## src/design/rsc_pkg.sv

```systemverilog
`default_nettype none

package rsc_pkg;

    // converter width default
    localparam int ADC_BITS_DEF = 10;

    // sample acceptance window, open on both ends
    localparam int WINDOW_LOW  = 50;
    localparam int WINDOW_HIGH = 1000;

    // average weights: new = (4*avg + sample) / 5
    localparam int KEEP_SHIFT   = 2;
    localparam int TOTAL_WEIGHT = 5;

    // fixed-point hundredths and output limits
    localparam int SCALE          = 100;
    localparam int SPLIT_DIVISOR  = 100;
    localparam int MAG_LIMIT      = 99999;
    localparam int MAG_BITS       = 17;
    localparam int TEMP_WHOLE_W   = 10;
    localparam int TEMP_HUND_W    = 7;

    // calibration degrees width and serial multiplier operand width
    localparam int DEG_W    = 8;
    localparam int MPLIER_W = 9;

    localparam int CFG_INDEX_W = 2;

    typedef enum logic [CFG_INDEX_W-1:0] {
        CFG_LOW_READING  = 2'd0,
        CFG_LOW_DEGREES  = 2'd1,
        CFG_HIGH_READING = 2'd2,
        CFG_HIGH_DEGREES = 2'd3
    } cfg_index_t;

    typedef enum logic [3:0] {
        ST_IDLE,
        ST_AVG_DIV,
        ST_CALIB,
        ST_MUL_SPAN,
        ST_MUL_BASE,
        ST_MUL_SCALE,
        ST_TEMP_DIV,
        ST_SPLIT_DIV,
        ST_EMIT
    } state_t;

    typedef struct packed {
        logic start;
        logic accumulate;
    } mul_ctl_t;

endpackage

`default_nettype wire

```

## src/design/rsc_sample_if.sv

```systemverilog
`default_nettype none

interface rsc_sample_if
    import rsc_pkg::*;
#(
    parameter int ADC_BITS = ADC_BITS_DEF
);
    logic                valid;
    logic                ready;
    logic [ADC_BITS-1:0] adc_sample;

    modport source (output valid, output adc_sample, input ready);
    modport sink   (input valid, input adc_sample, output ready);
endinterface

`default_nettype wire

```

## src/design/rsc_result_if.sv

```systemverilog
`default_nettype none

interface rsc_result_if
    import rsc_pkg::*;
#(
    parameter int ADC_BITS = ADC_BITS_DEF
);
    logic                    valid;
    logic                    ready;
    logic [ADC_BITS-1:0]     filtered_reading;
    logic                    sample_rejected;
    logic                    calibration_error;
    logic                    temp_negative;
    logic [TEMP_WHOLE_W-1:0] temp_whole;
    logic [TEMP_HUND_W-1:0]  temp_hundredths;
    logic                    temp_saturated;

    modport source (
        output valid, output filtered_reading, output sample_rejected,
        output calibration_error, output temp_negative, output temp_whole,
        output temp_hundredths, output temp_saturated, input ready
    );
    modport sink (
        input valid, input filtered_reading, input sample_rejected,
        input calibration_error, input temp_negative, input temp_whole,
        input temp_hundredths, input temp_saturated, output ready
    );
endinterface

`default_nettype wire

```

## src/design/rsc_mul.sv

```systemverilog
`default_nettype none

// radix-2 shift-add multiplier, one multiplier bit per cycle
module rsc_mul
    import rsc_pkg::*;
#(
    parameter int AW = ADC_BITS_DEF + 17
)
(
    input  wire logic                 clk,
    input  wire logic                 rst_n,
    input  wire mul_ctl_t             ctl,
    input  wire logic signed [AW-1:0] mcand,
    input  wire logic signed [MPLIER_W-1:0] mplier,
    output      logic                 done,
    output      logic signed [AW-1:0] acc
);
    localparam int CNT_W = $clog2(MPLIER_W);

    logic                      busy_reg, busy_next;
    logic                      done_reg, done_next;
    logic [CNT_W-1:0]          cnt_reg, cnt_next;
    logic signed [AW-1:0]      mcand_reg, mcand_next;
    logic [MPLIER_W-1:0]       mplier_reg, mplier_next;
    logic signed [AW-1:0]      acc_reg, acc_next;
    logic                      last_step;

    // top bit of the multiplier carries negative weight
    assign last_step = (cnt_reg == CNT_W'(MPLIER_W - 1));

    always_comb
    begin
        busy_next   = busy_reg;
        done_next   = 1'b0;
        cnt_next    = cnt_reg;
        mcand_next  = mcand_reg;
        mplier_next = mplier_reg;
        acc_next    = acc_reg;
        if (ctl.start)
        begin
            busy_next   = 1'b1;
            cnt_next    = '0;
            mcand_next  = mcand;
            mplier_next = mplier;
            if (!ctl.accumulate)
            begin
                acc_next = '0;
            end
        end
        else if (busy_reg)
        begin
            if (mplier_reg[0])
            begin
                acc_next = last_step ? (acc_reg - mcand_reg) : (acc_reg + mcand_reg);
            end
            mcand_next  = mcand_reg <<< 1;
            mplier_next = mplier_reg >> 1;
            cnt_next    = cnt_reg + CNT_W'(1);
            if (last_step)
            begin
                busy_next = 1'b0;
                done_next = 1'b1;
            end
        end
    end

    always_ff @(posedge clk or negedge rst_n)
    begin
        if (!rst_n)
        begin
            busy_reg <= 1'b0;
            done_reg <= 1'b0;
            cnt_reg  <= '0;
        end
        else
        begin
            busy_reg <= busy_next;
            done_reg <= done_next;
            cnt_reg  <= cnt_next;
        end
    end

    always_ff @(posedge clk)
    begin
        mcand_reg  <= mcand_next;
        mplier_reg <= mplier_next;
        acc_reg    <= acc_next;
    end

    assign done = done_reg;
    assign acc  = acc_reg;

endmodule

`default_nettype wire

```

## src/design/rsc_div.sv

```systemverilog
`default_nettype none

// restoring divider, one quotient bit per cycle, dividend given msb-aligned
module rsc_div
    import rsc_pkg::*;
#(
    parameter int DW = ADC_BITS_DEF + 17,
    parameter int VW = ADC_BITS_DEF,
    parameter int CW = $clog2(DW + 1)
)
(
    input  wire logic          clk,
    input  wire logic          rst_n,
    input  wire logic          start,
    input  wire logic [DW-1:0] dividend,
    input  wire logic [VW-1:0] divisor,
    input  wire logic [CW-1:0] len,
    output      logic          done,
    output      logic [DW-1:0] quotient,
    output      logic [VW-1:0] remainder
);
    logic          busy_reg, busy_next;
    logic          done_reg, done_next;
    logic [CW-1:0] cnt_reg, cnt_next;
    logic [DW-1:0] quo_reg, quo_next;
    logic [VW-1:0] rem_reg, rem_next;
    logic [VW-1:0] dvs_reg, dvs_next;
    logic [VW:0]   trial;
    logic [VW:0]   diff;
    logic          fits;

    assign trial = {rem_reg, quo_reg[DW-1]};
    assign diff  = trial - {1'b0, dvs_reg};
    assign fits  = (trial >= {1'b0, dvs_reg});

    always_comb
    begin
        busy_next = busy_reg;
        done_next = 1'b0;
        cnt_next  = cnt_reg;
        quo_next  = quo_reg;
        rem_next  = rem_reg;
        dvs_next  = dvs_reg;
        if (start)
        begin
            busy_next = 1'b1;
            cnt_next  = len;
            quo_next  = dividend;
            rem_next  = '0;
            dvs_next  = divisor;
        end
        else if (busy_reg)
        begin
            rem_next = fits ? diff[VW-1:0] : trial[VW-1:0];
            quo_next = {quo_reg[DW-2:0], fits};
            cnt_next = cnt_reg - CW'(1);
            if (cnt_reg == CW'(1))
            begin
                busy_next = 1'b0;
                done_next = 1'b1;
            end
        end
    end

    always_ff @(posedge clk or negedge rst_n)
    begin
        if (!rst_n)
        begin
            busy_reg <= 1'b0;
            done_reg <= 1'b0;
            cnt_reg  <= '0;
        end
        else
        begin
            busy_reg <= busy_next;
            done_reg <= done_next;
            cnt_reg  <= cnt_next;
        end
    end

    always_ff @(posedge clk)
    begin
        quo_reg <= quo_next;
        rem_reg <= rem_next;
        dvs_reg <= dvs_next;
    end

    assign done      = done_reg;
    assign quotient  = quo_reg;
    assign remainder = rem_reg;

endmodule

`default_nettype wire

```

## src/design/rtd_sample_filter_and_calibrate.sv

```systemverilog
// per sample: average divide, skipped when the sample is rejected or primes the average;
//   on a calibration error straight to emit, else three multiplier runs of 9 steps (span,
//   base, scale), then the temperature and split divides; emit waits for a free output register
// one sample in flight: the next sample is taken back in idle after the result register
//   loads, so the serial divider and multiplier runs set the pace
// reset: async active low; clears average, primed flag, calibration and control state
`default_nettype none

module rtd_sample_filter_and_calibrate
    import rsc_pkg::*;
#(
    parameter int ADC_BITS = ADC_BITS_DEF
)
(
    input  wire logic                   clk,
    input  wire logic                   rst_n,
    rsc_sample_if.sink                  sample_ch,
    rsc_result_if.source                result_ch,
    input  wire logic                   cfg_we,
    input  wire logic [CFG_INDEX_W-1:0] cfg_index,
    input  wire logic [ADC_BITS-1:0]    cfg_data
);
    // numerator width: 100 * (ld*den + (avg-lr)*(hd-ld)) stays below 2^(ADC_BITS+16)
    localparam int NW     = ADC_BITS + 17;
    localparam int CW     = $clog2(NW + 1);
    localparam int AVG_DW = ADC_BITS + KEEP_SHIFT + 1;

    // control state
    state_t state_reg, state_next;
    logic   primed_reg, primed_next;
    logic   out_valid_reg, out_valid_next;

    // running average and calibration points
    logic [ADC_BITS-1:0]     avg_reg, avg_next;
    logic [ADC_BITS-1:0]     lr_reg;
    logic [ADC_BITS-1:0]     hr_reg;
    logic signed [DEG_W-1:0] ld_reg;
    logic signed [DEG_W-1:0] hd_reg;

    // per-sample working flags and fields
    logic                    rej_reg, rej_next;
    logic                    cal_err_reg, cal_err_next;
    logic                    neg_reg, neg_next;
    logic                    sat_reg, sat_next;
    logic [TEMP_WHOLE_W-1:0] whole_reg, whole_next;
    logic [TEMP_HUND_W-1:0]  hund_reg, hund_next;

    // output register
    logic [ADC_BITS-1:0]     o_filt_reg, o_filt_next;
    logic                    o_rej_reg, o_rej_next;
    logic                    o_cal_err_reg, o_cal_err_next;
    logic                    o_neg_reg, o_neg_next;
    logic [TEMP_WHOLE_W-1:0] o_whole_reg, o_whole_next;
    logic [TEMP_HUND_W-1:0]  o_hund_reg, o_hund_next;
    logic                    o_sat_reg, o_sat_next;

    // multiplier hookup
    mul_ctl_t                   mul_ctl;
    logic signed [NW-1:0]       mul_a;
    logic signed [MPLIER_W-1:0] mul_b;
    logic                       mul_done;
    logic signed [NW-1:0]       mul_acc;

    // divider hookup
    logic                div_start;
    logic [NW-1:0]       div_dividend;
    logic [ADC_BITS-1:0] div_divisor;
    logic [CW-1:0]       div_len;
    logic                div_done;
    logic [NW-1:0]       quo;
    logic [ADC_BITS-1:0] rem;

    // datapath terms
    logic [AVG_DW-1:0]          avg_sum;
    logic                       in_window;
    logic signed [ADC_BITS:0]   den_s;
    logic [ADC_BITS-1:0]        den_mag;
    logic signed [ADC_BITS:0]   offs_s;
    logic signed [MPLIER_W-1:0] span_s;
    logic signed [MPLIER_W-1:0] base_s;
    logic [NW-1:0]              num_mag;
    logic                       over_limit;
    logic [MAG_BITS-1:0]        mag_clamp;

    rsc_mul #(
        .AW (NW)
    ) u_mul (
        .clk    (clk),
        .rst_n  (rst_n),
        .ctl    (mul_ctl),
        .mcand  (mul_a),
        .mplier (mul_b),
        .done   (mul_done),
        .acc    (mul_acc)
    );

    rsc_div #(
        .DW (NW),
        .VW (ADC_BITS),
        .CW (CW)
    ) u_div (
        .clk       (clk),
        .rst_n     (rst_n),
        .start     (div_start),
        .dividend  (div_dividend),
        .divisor   (div_divisor),
        .len       (div_len),
        .done      (div_done),
        .quotient  (quo),
        .remainder (rem)
    );

    // 4*avg + sample, divided by 5 in the serial divider
    assign avg_sum   = (AVG_DW'(avg_reg) << KEEP_SHIFT) + AVG_DW'(sample_ch.adc_sample);
    assign in_window = (int'(sample_ch.adc_sample) > WINDOW_LOW)
                    && (int'(sample_ch.adc_sample) < WINDOW_HIGH);

    // line through the two calibration points
    assign den_s   = $signed({1'b0, hr_reg}) - $signed({1'b0, lr_reg});
    assign den_mag = den_s[ADC_BITS] ? ADC_BITS'(-den_s) : den_s[ADC_BITS-1:0];
    assign offs_s  = $signed({1'b0, avg_reg}) - $signed({1'b0, lr_reg});
    assign span_s  = MPLIER_W'(hd_reg) - MPLIER_W'(ld_reg);
    assign base_s  = MPLIER_W'(ld_reg);

    // magnitude of the scaled numerator, sign handled apart
    assign num_mag = mul_acc[NW-1] ? $unsigned(-mul_acc) : $unsigned(mul_acc);

    // clamp at 999.99 before splitting into whole and hundredths
    assign over_limit = (quo > NW'(MAG_LIMIT));
    assign mag_clamp  = over_limit ? MAG_BITS'(MAG_LIMIT) : quo[MAG_BITS-1:0];

    // sequencer
    always_comb
    begin
        state_next     = state_reg;
        primed_next    = primed_reg;
        avg_next       = avg_reg;
        rej_next       = rej_reg;
        cal_err_next   = cal_err_reg;
        neg_next       = neg_reg;
        sat_next       = sat_reg;
        whole_next     = whole_reg;
        hund_next      = hund_reg;
        mul_ctl        = '0;
        mul_a          = '0;
        mul_b          = '0;
        div_start      = 1'b0;
        div_dividend   = '0;
        div_divisor    = '0;
        div_len        = '0;
        // result register drains on its own beat
        out_valid_next = out_valid_reg && !result_ch.ready;
        o_filt_next    = o_filt_reg;
        o_rej_next     = o_rej_reg;
        o_cal_err_next = o_cal_err_reg;
        o_neg_next     = o_neg_reg;
        o_whole_next   = o_whole_reg;
        o_hund_next    = o_hund_reg;
        o_sat_next     = o_sat_reg;

        case (state_reg)
            ST_IDLE:
            begin
                if (sample_ch.valid)
                begin
                    if (!primed_reg)
                    begin
                        // first sample after reset loads the average, no window test
                        avg_next    = sample_ch.adc_sample;
                        primed_next = 1'b1;
                        rej_next    = 1'b0;
                        state_next  = ST_CALIB;
                    end
                    else if (in_window)
                    begin
                        rej_next     = 1'b0;
                        div_start    = 1'b1;
                        div_dividend = NW'(avg_sum) << (NW - AVG_DW);
                        div_divisor  = ADC_BITS'(TOTAL_WEIGHT);
                        div_len      = CW'(AVG_DW);
                        state_next   = ST_AVG_DIV;
                    end
                    else
                    begin
                        // out-of-window sample keeps the average
                        rej_next   = 1'b1;
                        state_next = ST_CALIB;
                    end
                end
            end

            ST_AVG_DIV:
            begin
                if (div_done)
                begin
                    avg_next   = quo[ADC_BITS-1:0];
                    state_next = ST_CALIB;
                end
            end

            ST_CALIB:
            begin
                if (hr_reg == lr_reg)
                begin
                    // degenerate calibration: no temperature
                    cal_err_next = 1'b1;
                    neg_next     = 1'b0;
                    sat_next     = 1'b0;
                    whole_next   = '0;
                    hund_next    = '0;
                    state_next   = ST_EMIT;
                end
                else
                begin
                    cal_err_next = 1'b0;
                    mul_ctl      = '{start: 1'b1, accumulate: 1'b0};
                    mul_a        = NW'(offs_s);
                    mul_b        = span_s;
                    state_next   = ST_MUL_SPAN;
                end
            end

            ST_MUL_SPAN:
            begin
                // add low degrees times reading span
                if (mul_done)
                begin
                    mul_ctl    = '{start: 1'b1, accumulate: 1'b1};
                    mul_a      = NW'(den_s);
                    mul_b      = base_s;
                    state_next = ST_MUL_BASE;
                end
            end

            ST_MUL_BASE:
            begin
                // scale to hundredths
                if (mul_done)
                begin
                    mul_ctl    = '{start: 1'b1, accumulate: 1'b0};
                    mul_a      = mul_acc;
                    mul_b      = MPLIER_W'(SCALE);
                    state_next = ST_MUL_SCALE;
                end
            end

            ST_MUL_SCALE:
            begin
                if (mul_done)
                begin
                    // sign of the exact quotient, even when it truncates to zero
                    neg_next     = (mul_acc != '0) && (mul_acc[NW-1] != den_s[ADC_BITS]);
                    div_start    = 1'b1;
                    div_dividend = num_mag;
                    div_divisor  = den_mag;
                    div_len      = CW'(NW);
                    state_next   = ST_TEMP_DIV;
                end
            end

            ST_TEMP_DIV:
            begin
                if (div_done)
                begin
                    sat_next     = over_limit;
                    div_start    = 1'b1;
                    div_dividend = NW'(mag_clamp) << (NW - MAG_BITS);
                    div_divisor  = ADC_BITS'(SPLIT_DIVISOR);
                    div_len      = CW'(MAG_BITS);
                    state_next   = ST_SPLIT_DIV;
                end
            end

            ST_SPLIT_DIV:
            begin
                if (div_done)
                begin
                    whole_next = quo[TEMP_WHOLE_W-1:0];
                    hund_next  = rem[TEMP_HUND_W-1:0];
                    state_next = ST_EMIT;
                end
            end

            ST_EMIT:
            begin
                // wait for the output register to free up
                if (!out_valid_reg || result_ch.ready)
                begin
                    out_valid_next = 1'b1;
                    o_filt_next    = avg_reg;
                    o_rej_next     = rej_reg;
                    o_cal_err_next = cal_err_reg;
                    o_neg_next     = neg_reg;
                    o_whole_next   = whole_reg;
                    o_hund_next    = hund_reg;
                    o_sat_next     = sat_reg;
                    state_next     = ST_IDLE;
                end
            end

            default:
            begin
                state_next = ST_IDLE;
            end
        endcase
    end

    always_ff @(posedge clk or negedge rst_n)
    begin
        if (!rst_n)
        begin
            state_reg     <= ST_IDLE;
            primed_reg    <= 1'b0;
            avg_reg       <= '0;
            out_valid_reg <= 1'b0;
        end
        else
        begin
            state_reg     <= state_next;
            primed_reg    <= primed_next;
            avg_reg       <= avg_next;
            out_valid_reg <= out_valid_next;
        end
    end

    // calibration register writes
    always_ff @(posedge clk or negedge rst_n)
    begin
        if (!rst_n)
        begin
            lr_reg <= '0;
            ld_reg <= '0;
            hr_reg <= '0;
            hd_reg <= '0;
        end
        else if (cfg_we)
        begin
            case (cfg_index_t'(cfg_index))
                CFG_LOW_READING:  lr_reg <= cfg_data;
                CFG_LOW_DEGREES:  ld_reg <= cfg_data[DEG_W-1:0];
                CFG_HIGH_READING: hr_reg <= cfg_data;
                CFG_HIGH_DEGREES: hd_reg <= cfg_data[DEG_W-1:0];
                default:          ;
            endcase
        end
    end

    // payload registers
    always_ff @(posedge clk)
    begin
        rej_reg       <= rej_next;
        cal_err_reg   <= cal_err_next;
        neg_reg       <= neg_next;
        sat_reg       <= sat_next;
        whole_reg     <= whole_next;
        hund_reg      <= hund_next;
        o_filt_reg    <= o_filt_next;
        o_rej_reg     <= o_rej_next;
        o_cal_err_reg <= o_cal_err_next;
        o_neg_reg     <= o_neg_next;
        o_whole_reg   <= o_whole_next;
        o_hund_reg    <= o_hund_next;
        o_sat_reg     <= o_sat_next;
    end

    // one sample in flight; taken only in idle
    assign sample_ch.ready = (state_reg == ST_IDLE);

    assign result_ch.valid             = out_valid_reg;
    assign result_ch.filtered_reading  = o_filt_reg;
    assign result_ch.sample_rejected   = o_rej_reg;
    assign result_ch.calibration_error = o_cal_err_reg;
    assign result_ch.temp_negative     = o_neg_reg;
    assign result_ch.temp_whole        = o_whole_reg;
    assign result_ch.temp_hundredths   = o_hund_reg;
    assign result_ch.temp_saturated    = o_sat_reg;

endmodule

`default_nettype wire

```

## src/flat_wrapper.sv

```systemverilog
// flat-port wrapper written by rule: the top's interface ports become plain ports
module rtd_sample_filter_and_calibrate_flat import rsc_pkg::*;
#(
    parameter int ADC_BITS = ADC_BITS_DEF
)
  (clk, rst_n, cfg_we, cfg_index, cfg_data, sample_ch_valid, sample_ch_adc_sample, sample_ch_ready, result_ch_valid, result_ch_filtered_reading, result_ch_sample_rejected, result_ch_calibration_error, result_ch_temp_negative, result_ch_temp_whole, result_ch_temp_hundredths, result_ch_temp_saturated, result_ch_ready);
  rsc_sample_if #(.ADC_BITS(ADC_BITS)) sample_ch_i ();
  rsc_result_if #(.ADC_BITS(ADC_BITS)) result_ch_i ();
  input  wire logic clk;
  input  wire logic rst_n;
  input  wire logic cfg_we;
  input  wire logic [CFG_INDEX_W-1:0] cfg_index;
  input  wire logic [ADC_BITS-1:0] cfg_data;
  input wire logic [$bits(sample_ch_i.valid)-1:0] sample_ch_valid;
  input wire logic [$bits(sample_ch_i.adc_sample)-1:0] sample_ch_adc_sample;
  output wire logic [$bits(sample_ch_i.ready)-1:0] sample_ch_ready;
  output wire logic [$bits(result_ch_i.valid)-1:0] result_ch_valid;
  output wire logic [$bits(result_ch_i.filtered_reading)-1:0] result_ch_filtered_reading;
  output wire logic [$bits(result_ch_i.sample_rejected)-1:0] result_ch_sample_rejected;
  output wire logic [$bits(result_ch_i.calibration_error)-1:0] result_ch_calibration_error;
  output wire logic [$bits(result_ch_i.temp_negative)-1:0] result_ch_temp_negative;
  output wire logic [$bits(result_ch_i.temp_whole)-1:0] result_ch_temp_whole;
  output wire logic [$bits(result_ch_i.temp_hundredths)-1:0] result_ch_temp_hundredths;
  output wire logic [$bits(result_ch_i.temp_saturated)-1:0] result_ch_temp_saturated;
  input wire logic [$bits(result_ch_i.ready)-1:0] result_ch_ready;
  assign sample_ch_i.valid = sample_ch_valid;
  assign sample_ch_i.adc_sample = sample_ch_adc_sample;
  assign sample_ch_ready = sample_ch_i.ready;
  assign result_ch_valid = result_ch_i.valid;
  assign result_ch_filtered_reading = result_ch_i.filtered_reading;
  assign result_ch_sample_rejected = result_ch_i.sample_rejected;
  assign result_ch_calibration_error = result_ch_i.calibration_error;
  assign result_ch_temp_negative = result_ch_i.temp_negative;
  assign result_ch_temp_whole = result_ch_i.temp_whole;
  assign result_ch_temp_hundredths = result_ch_i.temp_hundredths;
  assign result_ch_temp_saturated = result_ch_i.temp_saturated;
  assign result_ch_i.ready = result_ch_ready;
  rtd_sample_filter_and_calibrate #(.ADC_BITS(ADC_BITS)) u_core (.clk(clk), .rst_n(rst_n), .sample_ch(sample_ch_i), .result_ch(result_ch_i), .cfg_we(cfg_we), .cfg_index(cfg_index), .cfg_data(cfg_data));
endmodule
```

## config.mk

```make
export PLATFORM = sky130hd
export DESIGN_NAME = rtd_sample_filter_and_calibrate_flat
export DESIGN_NICKNAME = d
export VERILOG_FILES = /design/src/design/rsc_pkg.sv /design/src/design/rsc_sample_if.sv /design/src/design/rsc_result_if.sv /design/src/design/rsc_mul.sv /design/src/design/rsc_div.sv /design/src/design/rtd_sample_filter_and_calibrate.sv /design/src/flat_wrapper.sv
export SDC_FILE = /design/constraint.sdc
export NUM_CORES = 1
export LEC_CHECK = 0
export CAP_MARGIN = 20
export CORE_ASPECT_RATIO = 1.2
export CORE_UTILIZATION = 38
export CTS_CLUSTER_SIZE = 20
export DETAILED_ROUTE_END_ITERATION = 16
export DONT_BUFFER_PORTS = 1
export PLACE_DENSITY = 0.59
export SETUP_SLACK_MARGIN = 0.5
export SYNTH_ARGS = -nofsm -noshare
export SYNTH_HDL_FRONTEND = slang
export SYNTH_SLANG_ARGS = --single-unit
```

## constraint.sdc

```tcl
create_clock -name clk -period 3.6 [get_ports clk]
set_input_delay 0.72 -clock clk [delete_from_list [all_inputs] [get_ports clk]]
set_output_delay 0.72 -clock clk [all_outputs]
set_load 0.05 [all_outputs]
```

### Yosys cells after proc, flatten, opt, wreduce, memory -nomap -nowiden

Index checks and enable logic that the tools add are counted.

| storage, ports and cells | value |
|---|---|
| input bits | 27 |
| flip-flop bits (word level) | 227 |
| output and inout bits | 33 |

| operators by class | value |
|---|---|
| $add $sub $neg | 11 |
| $lt $le $gt $ge | 4 |
| multiplexer cells | 97 |
| reductions and logical operators | 28 |
| equal/unequal tests | 26 |

Operators with widths:

| operator | number |
|---|---|
| 27-bit two-way mux | 18 |
| 27-bit one-hot mux with 3 select lines | 2 |
| 10-bit two-way mux | 9 |
| 4-bit two-way mux | 13 |
| 10-bit one-hot mux with 2 select lines | 2 |
| 9-bit two-way mux | 4 |
| 4-bit one-hot mux with 9 select lines | 1 |
| 5-bit two-way mux | 6 |
| 10-bit one-hot mux with 3 select lines | 1 |
| 7-bit two-way mux | 4 |
| 27-bit adder | 1 |
| 27-bit by 17-bit greater-than comparator with 1-bit output (second input constant) | 1 |
| 27-bit negation | 1 |
| 9-bit one-hot mux with 3 select lines | 1 |
| 27-bit nonzero test | 1 |
| 27-bit subtractor | 1 |
| 1-bit two-way mux | 24 |
| 10-bit by 10-bit subtractor with 11-bit output | 2 |
| 2-bit != test (second input constant) | 9 |
| 17-bit two-way mux | 1 |
| 4-bit by 3-bit equality test with 1-bit output (second input constant) | 4 |
| 5-bit one-hot mux with 3 select lines | 1 |
| 7-bit one-hot mux with 2 select lines | 1 |
| 2-bit nonzero test | 7 |
| other kinds (32) | 51 |

### Logic depth before layout (Yosys ltp)

Gate-level depths: netlist of run 1.

| depth | value |
|---|---|
| depth after elaboration | 7 |
| gate-level depth with buffers | 16 |
| mapped depth without buffers | 15 |

### Hierarchy

A second synthesis of run 1 with hierarchy kept.

| second synthesis, totals | value |
|---|---|
| cell total of the unflattened synthesis | 1456 |
| area total of the unflattened synthesis | 14704.1 um^2 |

By module, submodules not included:

| module | cells each | times used | seq. area each (um^2) | area each (um^2) |
|---|---|---|---|---|
| rtd_sample_filter_and_calibrate | 754 | 1 | 2862.7 | 7154.4 |
| rsc_mul | 463 | 1 | 2042.0 | 4705.8 |
| rsc_div | 239 | 1 | 1486.4 | 2844.0 |

### Worst setup path after synthesis of run 1

No wires, ideal clock.

| timing path | value |
|---|---|
| kind | register to register |
| start | register u_core.u_mul.cnt_reg[0] |
| end | register u_core.u_mul.acc_reg[26], in the netlist u_core.u_mul.acc[26] (data pin) |
| setup slack | -47 ps |
| cell stages (with the launch flop) | 16 |
| data arrival time | 3381 ps |
| clock period less this slack | 3647 ps |
| required time | 3334 ps |
| library setup time | 266 ps |
| cells stage by stage | dfrtp_1 > inv_1 > ha_1 > nand2_1 > nor2_1 > clkbuf_1 > a21oi_1 > xnor2_1 > ha_1 > a2111oi_0 > o21ai_0 > a21oi_1 > o32ai_1 > o32ai_1 > xnor2_1 > nor2_1 |

| on the way | value |
|---|---|
| word-level cells in the longest chain between the ends | 5 |

RTL lines:

| item | line | text |
|---|---|---|
| from (decl) | rsc_mul.sv:22 | `logic [CNT_W-1:0] cnt_reg, cnt_next;` |
| from (signal assigned) | rsc_mul.sv:79 | `cnt_reg <= cnt_next;` |
| 4-bit equality test | rsc_mul.sv:29 | `assign last_step = (cnt_reg == CNT_W'(MPLIER_W - 1));` |
| 27-bit two-way mux | rsc_mul.sv:54 | `acc_next = last_step ? (acc_reg - mcand_reg) : (acc_reg + mcand_reg);` |
| 27-bit two-way mux | rsc_mul.sv:52 | `if (mplier_reg[0])` |
| 27-bit two-way mux | rsc_mul.sv:50 | `else if (busy_reg)` |
| 27-bit two-way mux | rsc_mul.sv:39 | `if (ctl.start)` |
| to (signal assigned) | rsc_mul.sv:87 | `acc_reg <= acc_next;` |
| to (decl) | rsc_mul.sv:25 | `logic signed [AW-1:0] acc_reg, acc_next;` |

No other way between the ends. The select of a mux whose other input is x is not followed.
A chain may end at the register's enable or synchronous reset.

### Worst setup path in the final report of run 1

| timing path | value |
|---|---|
| start | register u_core.u_mul.mcand_reg[1] |
| end | register u_core.u_mul.acc_reg[21], in the netlist u_core.u_mul.acc[21] (data pin) |

| on the way | value |
|---|---|
| word-level cells in the longest chain between the ends | 5 |
| elaborated cells between the ends (all ways) | 6 |
| those cells by class | 2 x add/sub; 4 x mux |

RTL lines:

| item | line | text |
|---|---|---|
| from (decl) | rsc_mul.sv:23 | `logic signed [AW-1:0] mcand_reg, mcand_next;` |
| from (signal assigned) | rsc_mul.sv:85 | `mcand_reg <= mcand_next;` |
| 27-bit adder or 27-bit subtractor (tied branches) | rsc_mul.sv:54 |  |
| 27-bit two-way mux (*) | rsc_mul.sv:54 |  |
| 27-bit two-way mux (*) | rsc_mul.sv:52 |  |
| 27-bit two-way mux (*) | rsc_mul.sv:50 |  |
| 27-bit two-way mux (*) | rsc_mul.sv:39 |  |

Every way passes the cells marked *; elsewhere a longest branch is shown, timed or not. The select of a mux whose other input is x is not followed.

==> results of run 1 <==
through the flow:
| step | area [um^2] | setup WS, ns |
|---|---|---|
| after global routing | 16900 | -0.0160 |
| after detailed placement | 15200 | -0.0194 |
| after floorplan | 14400 | 0.205 |
| final | 16900 | 0.161 |
| after CTS | 16500 | 0.0501 |
| after global placement | 15200 | 0.0602 |
per-layer routing:
layer / vias to the layer above / GRT usage (%)
met5: - / 0
met4: 0 / 6.98
met3: 69 / 2.91
met2: 261 / 34.8
met1: 5298 / 24.7
li1: 5426 / -
worst register-to-register path, delay by kind of cell (launching register included):
| kind | cells | cell delay [ns] |
|---|---|---|
| xor gates and xnor gates | 1 | 0.12 |
| and+or+nand+nor | 6 | 0.88 |
| buffers and inverters | 2 | 0.33 |
| adders and majority gates | 2 | 0.54 |
| AOI/OAI and AO/OA | 4 | 0.85 |
| DFF | 1 | 0.44 |
Yosys cell counts, types with 5 or more instances:
library cell / number / share of area [%]
nand3b_1: 6 / 0.32
inv_1: 78 / 2.1
nand3_1: 32 / 1.1
o21ai_0: 108 / 3.8
xnor2_1: 61 / 3.8
buf_2: 6 / 0.21
nor2b_1: 17 / 0.75
mux2_2: 30 / 2.4
a21boi_0: 6 / 0.32
a211oi_1: 6 / 0.32
edfxtp_1: 152 / 32
nand2b_1: 18 / 0.79
ha_1: 79 / 7.0
xor2_1: 53 / 3.3
nor3_1: 29 / 1.0
or4_1: 6 / 0.32
nand4_1: 15 / 0.66
dfrtp_1: 65 / 11
o21bai_1: 6 / 0.32
a31oi_1: 12 / 0.53
mux2i_1: 22 / 1.5
a21o_1: 16 / 0.85
o31ai_1: 15 / 0.79
o21a_1: 17 / 0.90
nand2_1: 98 / 2.6
and2_1: 21 / 0.92
clkbuf_1: 54 / 1.4
o2111ai_1: 7 / 0.43
or2_2: 5 / 0.22
a221o_1: 5 / 0.35
o211ai_1: 10 / 0.53
a22oi_1: 7 / 0.37
fa_1: 6 / 0.85
a21oi_1: 127 / 4.5
dfxtp_1: 10 / 1.4
o41ai_1: 9 / 0.55
nor2_1: 110 / 2.9
a221oi_1: 7 / 0.43
a222oi_1: 9 / 0.63
or3_1: 16 / 0.70
and3_1: 13 / 0.57
nor3b_1: 6 / 0.32
nor4_1: 8 / 0.35
how the worst min path moves through the flow:
stage                        start                                  end  slack [ns]  depth (start not counted)
5_1_grt                      rst_n              u_core.u_mul.cnt_reg[0]        0.04                          1
2_1_floorplan   u_core.cal_err_reg   u_core.result_ch.calibration_error        0.40                          0
6_report                     rst_n              u_core.u_mul.cnt_reg[0]        0.03                          1
4_1_cts                      rst_n              u_core.u_mul.cnt_reg[1]        0.05                          1
3_3_place_gp   u_core.whole_reg[3]       u_core.result_ch.temp_whole[3]        0.40                          0
3_5_place_dp    u_core.hund_reg[1]  u_core.result_ch.temp_hundredths[1]        0.40                          0
cells in the final DEF, fill, tap and decap left out, drive strengths merged, types with 15 or more instances in the layout:
cell and count:
nor2b 17, dfrtp 65, ha 79, inv 78, o31ai 16, clkbuf 29, xor2 53, o21ai 109
xnor2 61, nand2 98, nand4 15, mux2i 22, and2 21, a21o 16, o21a 17, nor3 31
or3 18, nand3 32, mux2 30, edfxtp 152, nor2 110, nand2b 18, clkinv 16, a21oi 127
buf 106
power by group through the flow:
stage	Combinational [mW]	Sequential [mW]	Clock, mW
5_1_grt	12.0	5.47	2.82
3_3_place_gp	9.12	5.34	0
6_report	10.9	5.36	2.65
4_1_cts	10.1	5.33	2.71
2_1_floorplan	7.15	4.91	0
3_5_place_dp	9.21	5.36	0
cell type report:
cell class / instances / share of cell area (%)
clock buffers: 29 / 3.93
clock inverters: 19 / 1.18
inverters: 79 / 1.76
multi-input cells: 1068 / 46.3
flip-flops and latches: 227 / 37.9
well taps: 474 / 3.52
repair buffers: 106 / 5.34
timing repair:
action	CTS	global route
setup buffers	29	22
pin swaps	43	40
endpoints found under the hold margin	65	0
endpoints found under the setup margin	25	97
resized for setup	57	45
hold buffers	1	0
kinds of logic (layout without fill, tap and decap cells):
family / Yosys count / in the layout
xor gates and xnor gates: 114 / 114
buffers and inverters: 142 / 233
AOI/OAI and AO/OA: 400 / 400
DFF: 227 / 227
muxes: 52 / 52
and+or+nand+nor: 417 / 417
adders and majority gates: 85 / 85
==> key figures, run 1 <==
Status
  – Outcome: completed

Detailed routing
  – Via count: about 11,000
  – DRC viols: 0
  – WL/cell: around 19 um
  – Detailed Routing Iterations Pass 1: 5
  – DR vias/cell: 5.52
  – Starting DRC count in detailed routing: a little over 700
  – Top Metal Used: met4
  – Wl on met1: 16.2 mm
  – DR WL met2: approximately 19 mm
  – Post-Route WL: around 38 mm
  – Routed Antenna Nets: 0
  – Met3 WL: 1.82 mm

Global route
  – Initial antenna violation count: 0
  – Vias in the first global route: between 10,000 and 15,000
  – Congestion Overflow GR: 0
  – Total GRT Usage: between 10% and 20%
  – Pin count of the biggest net entering global routing: 66
  – First-pass GRT wire length: between 50 and 60 mm

Setup path
  – Crit path buf inv count: 2
  – Setup crit end kind: flop
  – CP endpoint: u_core.u_mul.acc[21]
  – Worst path cell trace: inv_1 -> ha_2 -> nor2b_4 -> nand4b_1 -> o31ai_2 -> xor2_1 -> ha_2 -> and3_4 -> nand4_1 -> nor2b_2 -> o211ai_1 -> buf_4 -> a21o_1 -> a21oi_2 -> nor3b_1
  – CP Depth: 15
  – Max incr delay on CP: between 0.4 and 0.5 ns
  – Worst reg-to-reg path cell count: 15
  – Most common cell on crit path: ha_2
  – CP Data Arrival Time: 3.72 ns
  – Critical Path Source: u_core.u_mul.mcand_reg[1]
  – CP delay by family, top: simple AND/OR/NAND/NOR gates
  – CP Max Fanout: 4
  – Kind of critical path: flop to flop
  – Critical Path RT: a little under 4 ns
  – Worst r2r dst: u_core.u_mul.acc[21]
  – CP Launch Type: flop
  – R2r setup slk: 0.16 ns
  – Critical path's slowest cell: edfxtp_1
  – Reg2reg start: u_core.u_mul.mcand_reg[1]

Power and ir drop
  – Switching component of the power: 8.11 mW
  – Clock share of power: about 14%
  – PwrDens: about 1100 nW/um^2
  – LEAKAGE: approximately 6.6 nW
  – Net Sw Frac: a little over two fifths
  – Design Power: 18.9 mW
  – Combinational power share: roughly 58%
  – Sequential power share: 28.4%
  – Internal Dissipation: 10.8 mW
  – Max VDD drop: between 0.5 and 0.6 mV

Floorplanning
  – Num ports: 60
  – Starting Density: 38.6%
  – Die area: about 38,000 um^2
  – Core area: 36,800 um^2
  – Chip Width: between 150 and 200 um
  – Core Rows: between 70 and 80
  – Die Height: 214 um

STA
  – Clk_skew: about 0.032 ns
  – Final Max Slew Viols: 0
  – Unrepaired setup endpoints after global routing: true
  – Final Critical Period: approximately 3.4 ns
  – Worst-Margin Slew: 0.849 ns
  – Final Hold Fails: 0
  – Hold slack: about 0.026 ns
  – Final setup TNS: 0 ns
  – Period utilisation layout: a little over nine tenths
  – Relative slew slack: around 43%
  – Final setup vio count: 0
  – Peak Freq: between 200 and 300 MHz

Job
  – Max-cap viol count: 0

Logic synthesis
  – Post-Syn Instances: roughly 1,400
  – Yosys reg bits: about 230
  – Synth Cell Area: approximately 14,000 um^2
  – Xor/xnor share of the synthesized area: approximately 7%
  – Mux cell area share after synthesis: 3.93%
  – Synth Area in Simple Gates: between 10% and 20%
  – Post-synthesis compound-gate area fraction: between 10% and 20%
  – Synth Area in Adders: 7.80%
  – Synth cell types: 70
  – Post-synth top flop: edfxtp_1
  – Ys Warns: 0
  – Syn Area/Cell: 9.89 um^2
  – Main combinational cell family by area after synthesis: compound AO/OA/AOI/OAI gates
  – Register area share after synthesis: between 40% and 50%
  – Ys async rst share: between 20% and 30%
  – Syn Nets: 1,549
  – Post-synth EDFFs: between 150 and 200

Placement
  – Final HPWL DP: around 28 mm
  – Gpl congestion: slightly below 0.9
  – Port bufs: 0
  – Placed insts: around 1,900

Finish
  – Fill count: between 3,000 and 4,000
  – Fin util: between 40% and 50%
  – Finished Layout Cells: roughly 2,000
  – Layout area overhead: 18.6%
  – Register area: between 6000 and 7000 um^2
  – N_diodes: 0
  – Area of the multi-input gates: between 7000 and 8000 um^2
  – Layout net count: between 1,500 and 2,000
  – Share of layout cells above drive strength 1: between 10% and 20%

Clocking
  – TritonCTS clock tree: yes
  – Worst skew pair latency: approximately 0.56 ns
  – H-tree levels: 1
  – Clock Tree Buf Depth: 3
  – Clock root buffer: clkbuf_16
  – Clock Pin Slew Worst Setup and Hold Paths: ~0.07 ns
  – Clk sinks: between 200 and 250
  – Total CTS buffers: 26

Min path
  – HP Class: input pin to asynchronous set/reset pin
(Power assumes the default switching activity.)
==> inputs of run 2 (changes only) <==
--- a/config.mk
+++ b/config.mk
@@ -6,7 +6,6 @@
 export NUM_CORES = 1
 export LEC_CHECK = 0
 export CAP_MARGIN = 20
-export CORE_ASPECT_RATIO = 1.2
 export CORE_UTILIZATION = 38
 export CTS_CLUSTER_SIZE = 20
 export DETAILED_ROUTE_END_ITERATION = 16
==> key figures, run 2 (synthesized netlist as in run 1, its figures left out) <==
Clocking
  – Worst skew pair latency: 0.56 ns (about the same)
  – Clk sinks: 227 (unchanged)
  – Total CTS buffers: 26 (unchanged)
  – Clock root buffer: clkbuf_16
  – TritonCTS clock tree: yes
  – H-tree levels: 1 (unchanged)
  – Clock Pin Slew Worst Setup and Hold Paths: 0.06 ns (about the same)
  – Clock Tree Buf Depth: 3 (unchanged)

Floorplanning
  – Core area: 36,700 um^2 (-0.29%)
  – Chip Width: 195 um (+9.4%)
  – Die area: 38,200 um^2 (about the same)
  – Die Height: 195 um (-8.6%)
  – Num ports: 60 (unchanged)
  – Core Rows: 70 (-9.1%)
  – Starting Density: 38.7% (+0.11 points)

Min path
  – HP Class: input pin to asynchronous set/reset pin

STA
  – Unrepaired setup endpoints after global routing: true
  – Final Critical Period: 3.49 ns (+0.0492 ns)
  – Peak Freq: 287 MHz (-1.4%)
  – Clk_skew: 0.0338 ns (+0.00202 ns)
  – Final setup TNS: 0 ns (unchanged)
  – Final worst-path setup slack: 0.112 ns (-0.0492 ns)
  – Relative slew slack: 43.9% (+0.91 points)
  – Period utilisation layout: 96.9% (+1.4 points)
  – Final Max Slew Viols: 0 (unchanged)
  – Final Hold Fails: 0 (unchanged)
  – Hold slack: 0.0489 ns (+0.0227 ns)
  – Final setup vio count: 0 (unchanged)
  – Worst-Margin Slew: 0.835 ns (-0.0136 ns)

Status
  – Outcome: completed

Power and ir drop
  – Clock share of power: 14.7% (+0.7 points)
  – Switching component of the power: 8.03 mW (-1.0%)
  – Max VDD drop: 0.589 mV (+11%)
  – PwrDens: 1120 nW/um^2 (+0.28%)
  – LEAKAGE: 6.51 nW (-1.2%)
  – Sequential power share: 28.6% (+0.2 points)
  – Internal Dissipation: 10.7 mW (-0.56%)
  – Net Sw Frac: 42.8% (-0.11 points)
  – Combinational power share: 56.7% (-0.9 points)

Placement
  – Final HPWL DP: 27.5 mm (-2.3%)
  – Pre-CTS setup slack: 0.0244 ns (+0.0438 ns)
  – Port bufs: 0 (unchanged)
  – Gpl congestion: 0.899 (+3.8%)

Job
  – Max-cap viol count: 0 (unchanged)

Setup path
  – CP Max Fanout: 6 (+2)
  – Kind of critical path: flop to flop
  – CP Data Arrival Time: 3.76 ns (+0.04 ns)
  – Critical path's slowest cell: edfxtp_1
  – CP delay by family, top: compound AO/OA/AOI/OAI gates
  – Worst r2r dst: u_core.u_mul.acc[25]
  – Worst reg-to-reg path cell count: 12 (-3)
  – Reg2reg start: u_core.u_mul.mcand_reg[6]
  – R2r setup slk: 0.11 ns (-0.05 ns)
  – Critical Path RT: 3.87 ns (about the same)
  – Setup crit end kind: flop
  – Worst path cell trace: nor4_2 -> buf_4 -> nand4b_1 -> o31ai_1 -> xor2_1 -> ha_1 -> and3_1 -> nand4_1 -> o31a_1 -> a2111oi_4 -> o21a_1 -> nor3_1
  – Crit path buf inv count: 1 (-1)
  – CP Launch Type: flop
  – Max incr delay on CP: 0.40 ns (-0.04 ns)

Detailed routing
  – Routed Antenna Nets: 0 (unchanged)
  – Starting DRC count in detailed routing: 784 (+10%)
  – DRC viols: 0 (unchanged)
  – DR vias/cell: 5.59 (+1.2%)
  – Detailed Routing Iterations Pass 1: 5 (unchanged)
  – Via count: 11,078 (+0.22%)
  – WL/cell: 18.8 um (-0.54%)
  – Post-Route WL: 37.3 mm (-1.5%)

Global route
  – Initial antenna violation count: 0 (unchanged)
  – Congestion Overflow GR: 0 (unchanged)
  – Total GRT Usage: 19.4% (-0.41 points)
  – First-pass GRT wire length: 59.5 mm (+0.31%)
  – Vias in the first global route: 10,822 (-0.17%)
  – Pin count of the biggest net entering global routing: 66 (unchanged)

Finish
  – Most frequent cells in the layout: 152 x edfxtp_1, 109 x a21oi_1, 108 x nor2_1
  – Layout area overhead: 17.4%
  – Share of layout cells above drive strength 1: 16.8% (-1.8 points)
  – N_diodes: 0 (unchanged)
  – Commonest non-fill, non-tap cell in the layout: edfxtp_1
  – Fin util: 45.4% (-0.34 points)
  – Layout net count: 1,607 (-0.80%)
run 2: power groups by stage:
stage / Clock (mW) / Combinational, mW / Sequential, mW
after floorplan: 0 / 7.15 / 4.91
after global placement: 0 / 9.09 / 5.34
after detailed placement: 0 / 9.18 / 5.36
after CTS: 2.81 / 10.0 / 5.32
after global routing: 2.91 / 11.8 / 5.46
final: 2.75 / 10.6 / 5.36
run 2: per-stage QoR:
step	std cells	power (mW)	area (um^2)
2_1_floorplan	1437	12.1	14400
3_3_place_gp	1897	14.4	15100
3_5_place_dp	1897	14.5	15100
4_1_cts	1976	18.1	16500
5_1_grt	1983	20.2	16700
6_report	1983	18.7	16700
run 2: worst max-delay path by stage:
stage,startpoint,end,slack [ns],cells after the start
after floorplan,u_core.u_mul.mcand_reg[12],u_core.u_mul.acc[25],0.20,14
after global placement,u_core.u_mul.mcand_reg[6],u_core.u_mul.acc[25],0.08,12
after detailed placement,u_core.u_mul.mcand_reg[5],u_core.u_mul.acc[25],0.02,12
after CTS,u_core.u_mul.mcand_reg[13],u_core.u_mul.acc[25],0.14,13
after global routing,u_core.u_mul.mcand_reg[13],u_core.u_mul.acc[26],-0.06,13
final,u_core.u_mul.mcand_reg[6],u_core.u_mul.acc[25],0.11,12
run 2: area by class of cell:
cell class,instances,area [um^2]
repair buffers,92,738
clock inverters,12,189
flip-flops and latches,227,6390
inverters,79,297
fillers,3423,20000
well taps,468,586
clock buffers,36,698
multi-input cells,1069,7780
run 2: repair_timing:
item,in CTS,in global routing
hold endpoints to repair,65,0
cloned,0,1
gates resized for setup,43,35
pin swaps,29,13
buffers inserted,30,6
setup endpoints to repair,24,74
hold buffers,1,0
run 2: layer usage:
metal | GRT usage (%) | part of all wire (%) | vias to the layer above
met4 | 4.81 | 2.2 | 0
li1 | - | - | 5422
met3 | 2.12 | 4.6 | 53
met5 | 0 | 0 | -
met1 | 26.8 | 46 | 5328
met2 | 32.6 | 47 | 275
